<file path="src/rtl/oota_pkg.sv">
// Package for the overcurrent/overtemperature alarm: state, operation and register codes.
`default_nettype none
package oota_pkg;

  // Protection states, one-hot
  typedef enum logic [4:0] {
    ST_INIT     = 5'b00001,
    ST_NORMAL   = 5'b00010,
    ST_WARNING  = 5'b00100,
    ST_CRITICAL = 5'b01000,
    ST_SAFE     = 5'b10000
  } alarm_state_e;

  // Reported state codes
  localparam logic [2:0] CODE_INIT     = 3'd0;
  localparam logic [2:0] CODE_NORMAL   = 3'd1;
  localparam logic [2:0] CODE_WARNING  = 3'd2;
  localparam logic [2:0] CODE_CRITICAL = 3'd3;
  localparam logic [2:0] CODE_SAFE     = 3'd4;

  // Item operations
  typedef enum logic [1:0] {
    OP_EVAL         = 2'd0,
    OP_INIT_RESULT  = 2'd1,
    OP_MANUAL_RESET = 2'd2
  } op_e;

  // Configuration register indexes (byte address / 4)
  localparam int unsigned ADDR_W = 5;
  localparam logic [2:0] REG_CUR_CRIT  = 3'd0;
  localparam logic [2:0] REG_CUR_WARN  = 3'd1;
  localparam logic [2:0] REG_CUR_HYST  = 3'd2;
  localparam logic [2:0] REG_TEMP_CRIT = 3'd3;
  localparam logic [2:0] REG_TEMP_WARN = 3'd4;
  localparam logic [2:0] REG_TEMP_HYST = 3'd5;

  // Reset values of the limits
  localparam logic signed [15:0] CUR_CRIT_RST  = 16'sd10000;
  localparam logic signed [15:0] CUR_WARN_RST  = 16'sd8000;
  localparam logic        [14:0] CUR_HYST_RST  = 15'd500;
  localparam logic signed [15:0] TEMP_CRIT_RST = 16'sd1360;
  localparam logic signed [15:0] TEMP_WARN_RST = 16'sd1120;
  localparam logic        [14:0] TEMP_HYST_RST = 15'd80;

  function automatic logic [2:0] state_code(alarm_state_e st);
    logic [2:0] code;
    unique case (st)
      ST_INIT:     code = CODE_INIT;
      ST_NORMAL:   code = CODE_NORMAL;
      ST_WARNING:  code = CODE_WARNING;
      ST_CRITICAL: code = CODE_CRITICAL;
      ST_SAFE:     code = CODE_SAFE;
      default:     code = CODE_INIT;
    endcase
    return code;
  endfunction

endpackage
`default_nettype wire

</file>
<file path="src/rtl/oota_in_if.sv">
// Input channel of the alarm block: one event item per handshake.
`default_nettype none
interface oota_in_if;
  logic               valid;
  logic               ready;
  logic        [1:0]  operation;
  logic               init_ok;
  logic signed [15:0] current_ma;
  logic signed [15:0] temp_chip;
  logic signed [15:0] temp_thermistor;

  modport source (
    output valid, operation, init_ok, current_ma, temp_chip, temp_thermistor,
    input  ready
  );
  modport sink (
    input  valid, operation, init_ok, current_ma, temp_chip, temp_thermistor,
    output ready
  );
endinterface
`default_nettype wire

</file>
<file path="src/rtl/oota_out_if.sv">
// Result channel of the alarm block: state after each item and a change flag.
`default_nettype none
interface oota_out_if;
  logic       valid;
  logic       ready;
  logic [2:0] system_state;
  logic       state_changed;

  modport source (
    output valid, system_state, state_changed,
    input  ready
  );
  modport sink (
    input  valid, system_state, state_changed,
    output ready
  );
endinterface
`default_nettype wire

</file>
<file path="src/rtl/overcurrent_overtemp_alarm_fsm_top.sv">
// Overcurrent/overtemperature protection state machine with APB limit registers.
//
// Usage:
//   in_i carries one event item: a sample (current, chip and thermistor
//   temperature), an init result, or a manual reset. out_o returns one item per
//   event: the state after it (0 init .. 4 safe shutdown) and whether it changed.
//   Limits and hysteresis margins sit in six APB registers at byte addresses
//   0,4,..,20; they are to be written only while the block is idle, but the
//   block itself does not enforce this. pready is tied high.
// Pipeline / throughput:
//   An accepted item is held in the input register; when it advances, its result
//   is loaded into the result register and is on out_o from then on. One item per
//   cycle is sustained while out_o takes each result, since the state register
//   updates in the same cycle the compare and next-state logic evaluates the item.
// Reset:
//   rst_ni clears the pipeline, puts the machine in INIT and loads the default
//   limits (10000/8000/500 mA, 1360/1120/80 in 1/16 degC).
// Stall:
//   When out_o is not taken, the result holds; the input register may still
//   hold one more item, after which in_i.ready drops until the result drains.
`default_nettype none
module overcurrent_overtemp_alarm_fsm_top (
  input  wire logic                       clk_i,
  input  wire logic                       rst_ni,
  oota_in_if.sink                         in_i,
  oota_out_if.source                      out_o,
  input  wire logic                       psel,
  input  wire logic                       penable,
  input  wire logic                       pwrite,
  input  wire logic [oota_pkg::ADDR_W-1:0] paddr,
  input  wire logic [31:0]                pwdata,
  output logic      [31:0]                prdata,
  output logic                            pready
);
  import oota_pkg::*;

  // ---------------------------------------------------------------------------
  // Configuration registers
  // ---------------------------------------------------------------------------
  logic signed [15:0] cur_crit_q, cur_warn_q, temp_crit_q, temp_warn_q;
  logic        [14:0] cur_hyst_q, temp_hyst_q;
  logic               cfg_wr;
  logic        [2:0]  cfg_idx;

  assign pready  = 1'b1;
  assign cfg_wr  = psel && penable && pwrite;
  assign cfg_idx = paddr[ADDR_W-1:2];

  always_ff @(posedge clk_i or negedge rst_ni) begin
    if (!rst_ni) begin
      cur_crit_q  <= CUR_CRIT_RST;
      cur_warn_q  <= CUR_WARN_RST;
      cur_hyst_q  <= CUR_HYST_RST;
      temp_crit_q <= TEMP_CRIT_RST;
      temp_warn_q <= TEMP_WARN_RST;
      temp_hyst_q <= TEMP_HYST_RST;
    end else if (cfg_wr) begin
      unique case (cfg_idx)
        REG_CUR_CRIT:  cur_crit_q  <= pwdata[15:0];
        REG_CUR_WARN:  cur_warn_q  <= pwdata[15:0];
        REG_CUR_HYST:  cur_hyst_q  <= pwdata[14:0];
        REG_TEMP_CRIT: temp_crit_q <= pwdata[15:0];
        REG_TEMP_WARN: temp_warn_q <= pwdata[15:0];
        REG_TEMP_HYST: temp_hyst_q <= pwdata[14:0];
        default: ;  // unmapped: write dropped
      endcase
    end
  end

  // Readback, signed limits sign-extended
  always_comb begin
    unique case (cfg_idx)
      REG_CUR_CRIT:  prdata = {{16{cur_crit_q[15]}}, cur_crit_q};
      REG_CUR_WARN:  prdata = {{16{cur_warn_q[15]}}, cur_warn_q};
      REG_CUR_HYST:  prdata = {17'd0, cur_hyst_q};
      REG_TEMP_CRIT: prdata = {{16{temp_crit_q[15]}}, temp_crit_q};
      REG_TEMP_WARN: prdata = {{16{temp_warn_q[15]}}, temp_warn_q};
      REG_TEMP_HYST: prdata = {17'd0, temp_hyst_q};
      default:       prdata = 32'd0;
    endcase
  end

  // ---------------------------------------------------------------------------
  // Input register
  // ---------------------------------------------------------------------------
  logic               s1_valid_q;
  logic        [1:0]  s1_op_q;
  logic               s1_init_ok_q;
  logic signed [15:0] s1_cur_q, s1_tchip_q, s1_ttherm_q;
  logic               out_valid_q;
  logic               s1_fire, in_fire;

  // The stage advances when the result register is empty or being drained
  assign s1_fire    = s1_valid_q && (!out_valid_q || out_o.ready);
  assign in_i.ready = !s1_valid_q || s1_fire;
  assign in_fire    = in_i.valid && in_i.ready;

  always_ff @(posedge clk_i or negedge rst_ni) begin
    if (!rst_ni) begin
      s1_valid_q <= 1'b0;
    end else if (in_i.ready) begin
      s1_valid_q <= in_i.valid;
    end
  end

  always_ff @(posedge clk_i) begin
    if (in_fire) begin
      s1_op_q      <= in_i.operation;
      s1_init_ok_q <= in_i.init_ok;
      s1_cur_q     <= in_i.current_ma;
      s1_tchip_q   <= in_i.temp_chip;
      s1_ttherm_q  <= in_i.temp_thermistor;
    end
  end

  // ---------------------------------------------------------------------------
  // Threshold compare and next state
  // ---------------------------------------------------------------------------
  alarm_state_e       state_q, state_d;
  logic signed [15:0] temp_max;
  logic signed [17:0] cur_clear_lim, temp_clear_lim;
  logic               is_crit, is_warn, is_clear;
  alarm_state_e       judged;

  assign temp_max = (s1_tchip_q > s1_ttherm_q) ? s1_tchip_q : s1_ttherm_q;

  // warning limit minus margin, exact in 18 bits
  assign cur_clear_lim  = $signed({{2{cur_warn_q[15]}}, cur_warn_q}) -
                          $signed({3'd0, cur_hyst_q});
  assign temp_clear_lim = $signed({{2{temp_warn_q[15]}}, temp_warn_q}) -
                          $signed({3'd0, temp_hyst_q});

  assign is_crit  = (s1_cur_q >= cur_crit_q) || (temp_max >= temp_crit_q);
  assign is_warn  = (s1_cur_q >= cur_warn_q) || (temp_max >= temp_warn_q);
  assign is_clear = ($signed({{2{s1_cur_q[15]}}, s1_cur_q}) < cur_clear_lim) &&
                    ($signed({{2{temp_max[15]}}, temp_max}) < temp_clear_lim);

  always_comb begin
    if (is_crit) begin
      judged = ST_CRITICAL;
    end else if (is_warn) begin
      judged = ST_WARNING;
    end else if (state_q == ST_WARNING && !is_clear) begin
      judged = ST_WARNING;  // hysteresis band holds the warning
    end else begin
      judged = ST_NORMAL;
    end
  end

  always_comb begin
    state_d = state_q;
    case (s1_op_q)
      OP_INIT_RESULT: state_d = s1_init_ok_q ? ST_NORMAL : ST_CRITICAL;
      OP_EVAL: begin
        unique case (state_q)
          ST_CRITICAL:           state_d = ST_SAFE;
          ST_NORMAL, ST_WARNING: state_d = judged;
          default:               state_d = state_q;  // INIT, SAFE ignore samples
        endcase
      end
      OP_MANUAL_RESET: begin
        if (state_q == ST_SAFE) begin
          state_d = ST_INIT;
        end
      end
      default: state_d = state_q;  // undefined operation: no change
    endcase
  end

  always_ff @(posedge clk_i or negedge rst_ni) begin
    if (!rst_ni) begin
      state_q <= ST_INIT;
    end else if (s1_fire) begin
      state_q <= state_d;
    end
  end

  // ---------------------------------------------------------------------------
  // Result register
  // ---------------------------------------------------------------------------
  logic [2:0] res_state_q;
  logic       res_changed_q;

  always_ff @(posedge clk_i or negedge rst_ni) begin
    if (!rst_ni) begin
      out_valid_q <= 1'b0;
    end else if (s1_fire) begin
      out_valid_q <= 1'b1;
    end else if (out_o.ready) begin
      out_valid_q <= 1'b0;
    end
  end

  always_ff @(posedge clk_i) begin
    if (s1_fire) begin
      res_state_q   <= state_code(state_d);
      res_changed_q <= (state_d != state_q);
    end
  end

  assign out_o.valid         = out_valid_q;
  assign out_o.system_state  = res_state_q;
  assign out_o.state_changed = res_changed_q;

endmodule
`default_nettype wire
</file>
<file path="src/flat_wrapper.sv">
// flat-port wrapper written by rule: the top's interface ports become plain ports
module overcurrent_overtemp_alarm_fsm_top_flat import oota_pkg::*;
  (clk_i, rst_ni, psel, penable, pwrite, paddr, pwdata, prdata, pready, in_i_valid, in_i_operation, in_i_init_ok, in_i_current_ma, in_i_temp_chip, in_i_temp_thermistor, in_i_ready, out_o_valid, out_o_system_state, out_o_state_changed, out_o_ready);
  oota_in_if in_i_i ();
  oota_out_if out_o_i ();
  input  wire logic clk_i;
  input  wire logic rst_ni;
  input  wire logic psel;
  input  wire logic penable;
  input  wire logic pwrite;
  input  wire logic [oota_pkg::ADDR_W-1:0] paddr;
  input  wire logic [31:0] pwdata;
  output logic      [31:0] prdata;
  output logic pready;
  input wire logic [$bits(in_i_i.valid)-1:0] in_i_valid;
  input wire logic [$bits(in_i_i.operation)-1:0] in_i_operation;
  input wire logic [$bits(in_i_i.init_ok)-1:0] in_i_init_ok;
  input wire logic [$bits(in_i_i.current_ma)-1:0] in_i_current_ma;
  input wire logic [$bits(in_i_i.temp_chip)-1:0] in_i_temp_chip;
  input wire logic [$bits(in_i_i.temp_thermistor)-1:0] in_i_temp_thermistor;
  output wire logic [$bits(in_i_i.ready)-1:0] in_i_ready;
  output wire logic [$bits(out_o_i.valid)-1:0] out_o_valid;
  output wire logic [$bits(out_o_i.system_state)-1:0] out_o_system_state;
  output wire logic [$bits(out_o_i.state_changed)-1:0] out_o_state_changed;
  input wire logic [$bits(out_o_i.ready)-1:0] out_o_ready;
  assign in_i_i.valid = in_i_valid;
  assign in_i_i.operation = in_i_operation;
  assign in_i_i.init_ok = in_i_init_ok;
  assign in_i_i.current_ma = in_i_current_ma;
  assign in_i_i.temp_chip = in_i_temp_chip;
  assign in_i_i.temp_thermistor = in_i_temp_thermistor;
  assign in_i_ready = in_i_i.ready;
  assign out_o_valid = out_o_i.valid;
  assign out_o_system_state = out_o_i.system_state;
  assign out_o_state_changed = out_o_i.state_changed;
  assign out_o_i.ready = out_o_ready;
  overcurrent_overtemp_alarm_fsm_top u_core (.clk_i(clk_i), .rst_ni(rst_ni), .in_i(in_i_i), .out_o(out_o_i), .psel(psel), .penable(penable), .pwrite(pwrite), .paddr(paddr), .pwdata(pwdata), .prdata(prdata), .pready(pready));
endmodule
</file>
<file path="config.mk">
export PLATFORM = sky130hd
export DESIGN_NAME = overcurrent_overtemp_alarm_fsm_top_flat
export DESIGN_NICKNAME = d
export VERILOG_FILES = /design/src/rtl/oota_pkg.sv /design/src/rtl/oota_in_if.sv /design/src/rtl/oota_out_if.sv /design/src/rtl/overcurrent_overtemp_alarm_fsm_top.sv /design/src/flat_wrapper.sv
export SDC_FILE = /design/constraint.sdc
export NUM_CORES = 1
export LEC_CHECK = 0
export BUFFER_PORTS_ARGS = -buffer_cell sky130_fd_sc_hd__buf_2
export CORE_MARGIN = 3
export CORE_UTILIZATION = 58
export DETAILED_ROUTE_END_ITERATION = 8
export MAX_ROUTING_LAYER = met4
export PLACE_DENSITY_LB_ADDON = 0.12
export SETUP_SLACK_MARGIN = 0.5
export SYNTH_ARGS = -nofsm -noshare
export SYNTH_HDL_FRONTEND = slang
export SYNTH_SLANG_ARGS = --single-unit
</file>
<file path="constraint.sdc">
create_clock -name clk_i -period 9.7 [get_ports clk_i]
set_clock_uncertainty 0.2 [all_clocks]
set_input_delay 1.455 -clock clk_i [delete_from_list [all_inputs] [get_ports clk_i]]
set_output_delay 1.455 -clock clk_i [all_outputs]
set_load 0.005 [all_outputs]
</file>
==> impl_results.md <==
* Mean instance size in the synthesized netlist at about 9.3 um2
* Total length of routed wires at about 27,000 um
* Hold buffer count at CTS at 0
* Half-perimeter wire length after detailed placement at roughly 21,000 um
* Number of I/O port buffers at 114
* Slew headroom at a little over two fifths
* Clock slew seen by the registers of the worst setup and hold paths at 0.06 ns
* DRC violation total after the first TritonRoute iteration at between 500 and 600
* Num ports at about 130
* Post-layout utilization of the core at between 60% and 70%
* Register bit total from synthesis at about 160
* Slew at the pin with the worst max-slew slack at between 0.8 and 0.9 ns
* Die Height at ~140 um
* Reported max-cap violation count at 0
* Cell type with the highest aggregate area in the netlist: dfrtp_1
* Static leakage at slightly below 6 nW
* Async set-reset flop share out of synthesis at 64.74%
* Final cell count without fillers at 1,505
* WS Path Type: flip-flop to flip-flop
* Clock tree buffer depth at 2
* Final ANT Viol Nets at 0
* Cell count after synthesis at ~1,200
* Endpoint type of the worst setup path: flip-flop
* Kind of launch point of the worst setup path: flip-flop
* Pin count of the biggest net entering global routing at between 50 and 60
* Required time of the critical path at a little under 10 ns
* Synth top area share at between 15 and 20%
* Min Tclk post-route at 6.960 ns
* Growth of design area from synthesis to finish at 11.60%
* TritonCTS buffer count at 17
* PnR worst setup slack at ~2.7 ns
* Die outline area at 0.02059 mm2
* Number of H-tree levels at 4
* Netlist area before placement at approximately 0.011 mm2
* GPL Wtd Cong at ~0.9
* Maximum VDD drop at roughly 140 uV
* Fillers at ~1,500
* Setup slack after placement at 2.948 ns
* Routed length per instance at 18.06 um
* Ranking of synthesized cells by area: dfrtp_1 17%, ha_1 16%, edfxtp_1 15%, dfstp_2 6.5%, o21ai_0 4.9%
* Number of antenna cells inserted at 0
* Die Width at around 140 um
* Power density over cell area at 226.1 mW/mm2
* Critical path fanouts, max at 3
* # rows at 49
* Pre-antenna DRT Iters at 8
* Post-CTS Resized at 0
* TritonCTS clock tree: built
* Yosys warns at 0
* Setup TNS at 0 ns
* DRC violation count after routing at 0
* Final cycle utilization of the critical path at 71.75%
* Buffers inserted by post-CTS timing repair at 0
* Most used flip-flop cell after synthesis: dfrtp_1
* Total number of nets in the final design at between 1,000 and 1,500
* Commonest cells in the synthesized netlist: 140 x inv_1, 136 x ha_1, 128 x nand2_1
* Count of flip-flops with a built-in enable after synthesis at 55
* GRT Residual Overflow at 0
* Arrival time at the worst endpoint at between 6 and 7 ns
* Starting Density at approximately 60%
* Distinct cells, synth at approximately 70
* Final Slew Violations at 0
* Initial antenna violation count at 0
* Via count of the routed design at roughly 8,800
* Number of nets in the synthesized netlist at between 1,000 and 1,500
* Buffer cell driving the clock tree root: clkbuf_16
* Sequential-to-total area share from yosys stat at roughly two fifths
* Most numerous cell in the Yosys netlist: inv_1
* Run status: finished, final reports clean
* Final hold vios at 0
* Proportion of layout cells with a drive suffix above 1 at between 10% and 20%
* Combined global-route utilization of all metal layers at 27.79%
* Floorplan Core Area at 0.01827 mm2
* Number of sinks on the clock net at around 160
* Wire length of the first global-routing pass at about 44,000 um
* RSZ-0062 raised after global routing: no
* Post-DR vias/cell at about 6
* Clk_lat worst skew at approximately 0.44 ns
* Number of global-route vias before repair at 8,485
* Hold Path Class: flip-flop to flip-flop
* Endpoints failing setup at 0
* Placed Cells incl. Taps at between 1,000 and 1,500
* Upper clock frequency limit at 143.7 MHz
==> cells in the final DEF, fill, tap and decap left out, drive strengths merged, types with 4 or more instances in the layout <==
| cell | count |
|---|---|
| nor2b | 8 |
| and3 | 4 |
| o21ai | 110 |
| a21oi | 57 |
| clkbuf | 18 |
| o221ai | 7 |
| or3 | 4 |
| o21bai | 7 |
| a211o | 4 |
| dfstp | 27 |
| nand2 | 128 |
| a211oi | 7 |
| nand3 | 15 |
| nor3 | 20 |
| o31ai | 4 |
| and2 | 6 |
| xor2 | 9 |
| inv | 141 |
| a22oi | 6 |
| o22ai | 11 |
| nand4 | 26 |
| clkinvlp | 4 |
| ha | 136 |
| clkinv | 6 |
| xnor2 | 19 |
| a21o | 28 |
| o22a | 4 |
| mux2 | 34 |
| o21a | 10 |
| dfrtp | 74 |
| a31oi | 15 |
| o211ai | 10 |
| or2 | 5 |
| edfxtp | 55 |
| nand2b | 11 |
| mux2i | 24 |
| nor2 | 55 |
| buf | 123 |
==> flip-flops by register name (all words and copies together) (netlist names), 2 cells and up <==
| signal | flops |
|---|---|
| u_core.cur_warn_q | 16 |
| u_core.cur_crit_q | 16 |
| u_core.state_q | 5 |
| u_core.temp_crit_q | 16 |
| u_core.s1_cur_q | 16 |
| u_core.s1_op_q | 2 |
| u_core.cur_hyst_q | 15 |
| u_core.temp_warn_q | 16 |
| u_core.temp_hyst_q | 15 |
| u_core.s1_tchip_q | 16 |
| u_core.s1_ttherm_q | 16 |
| u_core.out_o.system_state | 3 |
==> cell families after synthesis <==
kind of cell / share of synthesized area [%]
compound gates: 16.89
simple gates: 12.79
buf+inv: 7.236
flops: 38.43
fa+ha+maj: 16.08
mux: 6.300
xor+xnor: 2.237
other cells: 0.03421
==> per-stage QoR <==
step	hold slack [ns]	power (mW)	cell area, um2
2_1_floorplan	0.2572	1.757	10960
3_3_place_gp	0.2637	2.020	11630
3_5_place_dp	0.2856	2.062	11630
4_1_cts	0.2953	2.764	12230
5_1_grt	0.3220	2.972	12230
6_report	0.2929	2.766	12230
==> layer usage <==
layer | GRT usage, % | up-vias | share of wire, %
li1 | - | 4344 | -
met1 | 37.18 | 4183 | 45
met2 | 43.81 | 258 | 48
met3 | 5.025 | 51 | 5.2
met4 | 7.780 | 0 | 2.2
met5 | - | - | 0
==> final timing paths <==
path                                      startpoint  slack, ns                          to  depth (start not counted)
worst max-delay path            u_core.cur_warn_q[0]       2.74  u_core.out_o.state_changed                         26
worst min-delay path               u_core.s1_valid_q       0.29          u_core.out_o.valid                          1
worst max register to register  u_core.cur_warn_q[0]       2.74  u_core.out_o.state_changed                         26
worst min register to register     u_core.s1_valid_q       0.29          u_core.out_o.valid                          1
max in group asynchronous                     rst_ni       7.31      u_core.temp_crit_q[12]                          2
min in group asynchronous                     rst_ni       0.83        u_core.cur_warn_q[1]                          1
==> worst max-delay path, stage by stage, from the launching register on <==
cell and delay [ns]:
dfrtp_1 0.42, inv_1 0.10, ha_1 0.16, inv_1 0.05
fa_1 0.39, a21o_1 0.18, a21oi_1 0.22, o21ai_0 0.12
a21oi_1 0.29, o21bai_1 0.12, a21oi_1 0.25, o21bai_1 0.13
a21oi_1 0.27, o21ai_0 0.16, a31oi_1 0.21, xor2_1 0.17
ha_1 0.26, a21o_1 0.19, a2111oi_0 0.65, o211ai_1 0.22
nand3_1 0.26, nor4b_1 0.30, a31oi_1 0.13, a41o_1 0.28
nor4b_4 0.31, mux2i_1 0.12, or4b_1 0.51
==> where the power goes <==
| group | leakage [nW] | internal, mW | total [mW] | switching [mW] |
|---|---|---|---|---|
| Clock | 0.282 | 0.405 | 0.687 | 0.282 |
| Sequential | 1.68 | 0.817 | 0.905 | 0.0882 |
| Combinational | 3.84 | 0.509 | 1.17 | 0.665 |
==> area by class of cell <==
cell class / count / area [um2] / area share, %
Clock buffer: 18 / 429.2 / 3.508
Clock inverter: 14 / 171.4 / 1.401
Inverter: 140 / 525.5 / 4.295
Multi-Input combinational cell: 825 / 5968 / 48.78
Sequential cell: 156 / 4213 / 34.43
Tap cell: 229 / 286.5 / 2.342
Timing Repair Buffer: 123 / 640.6 / 5.236
Power figures use the tool's default switching activity.
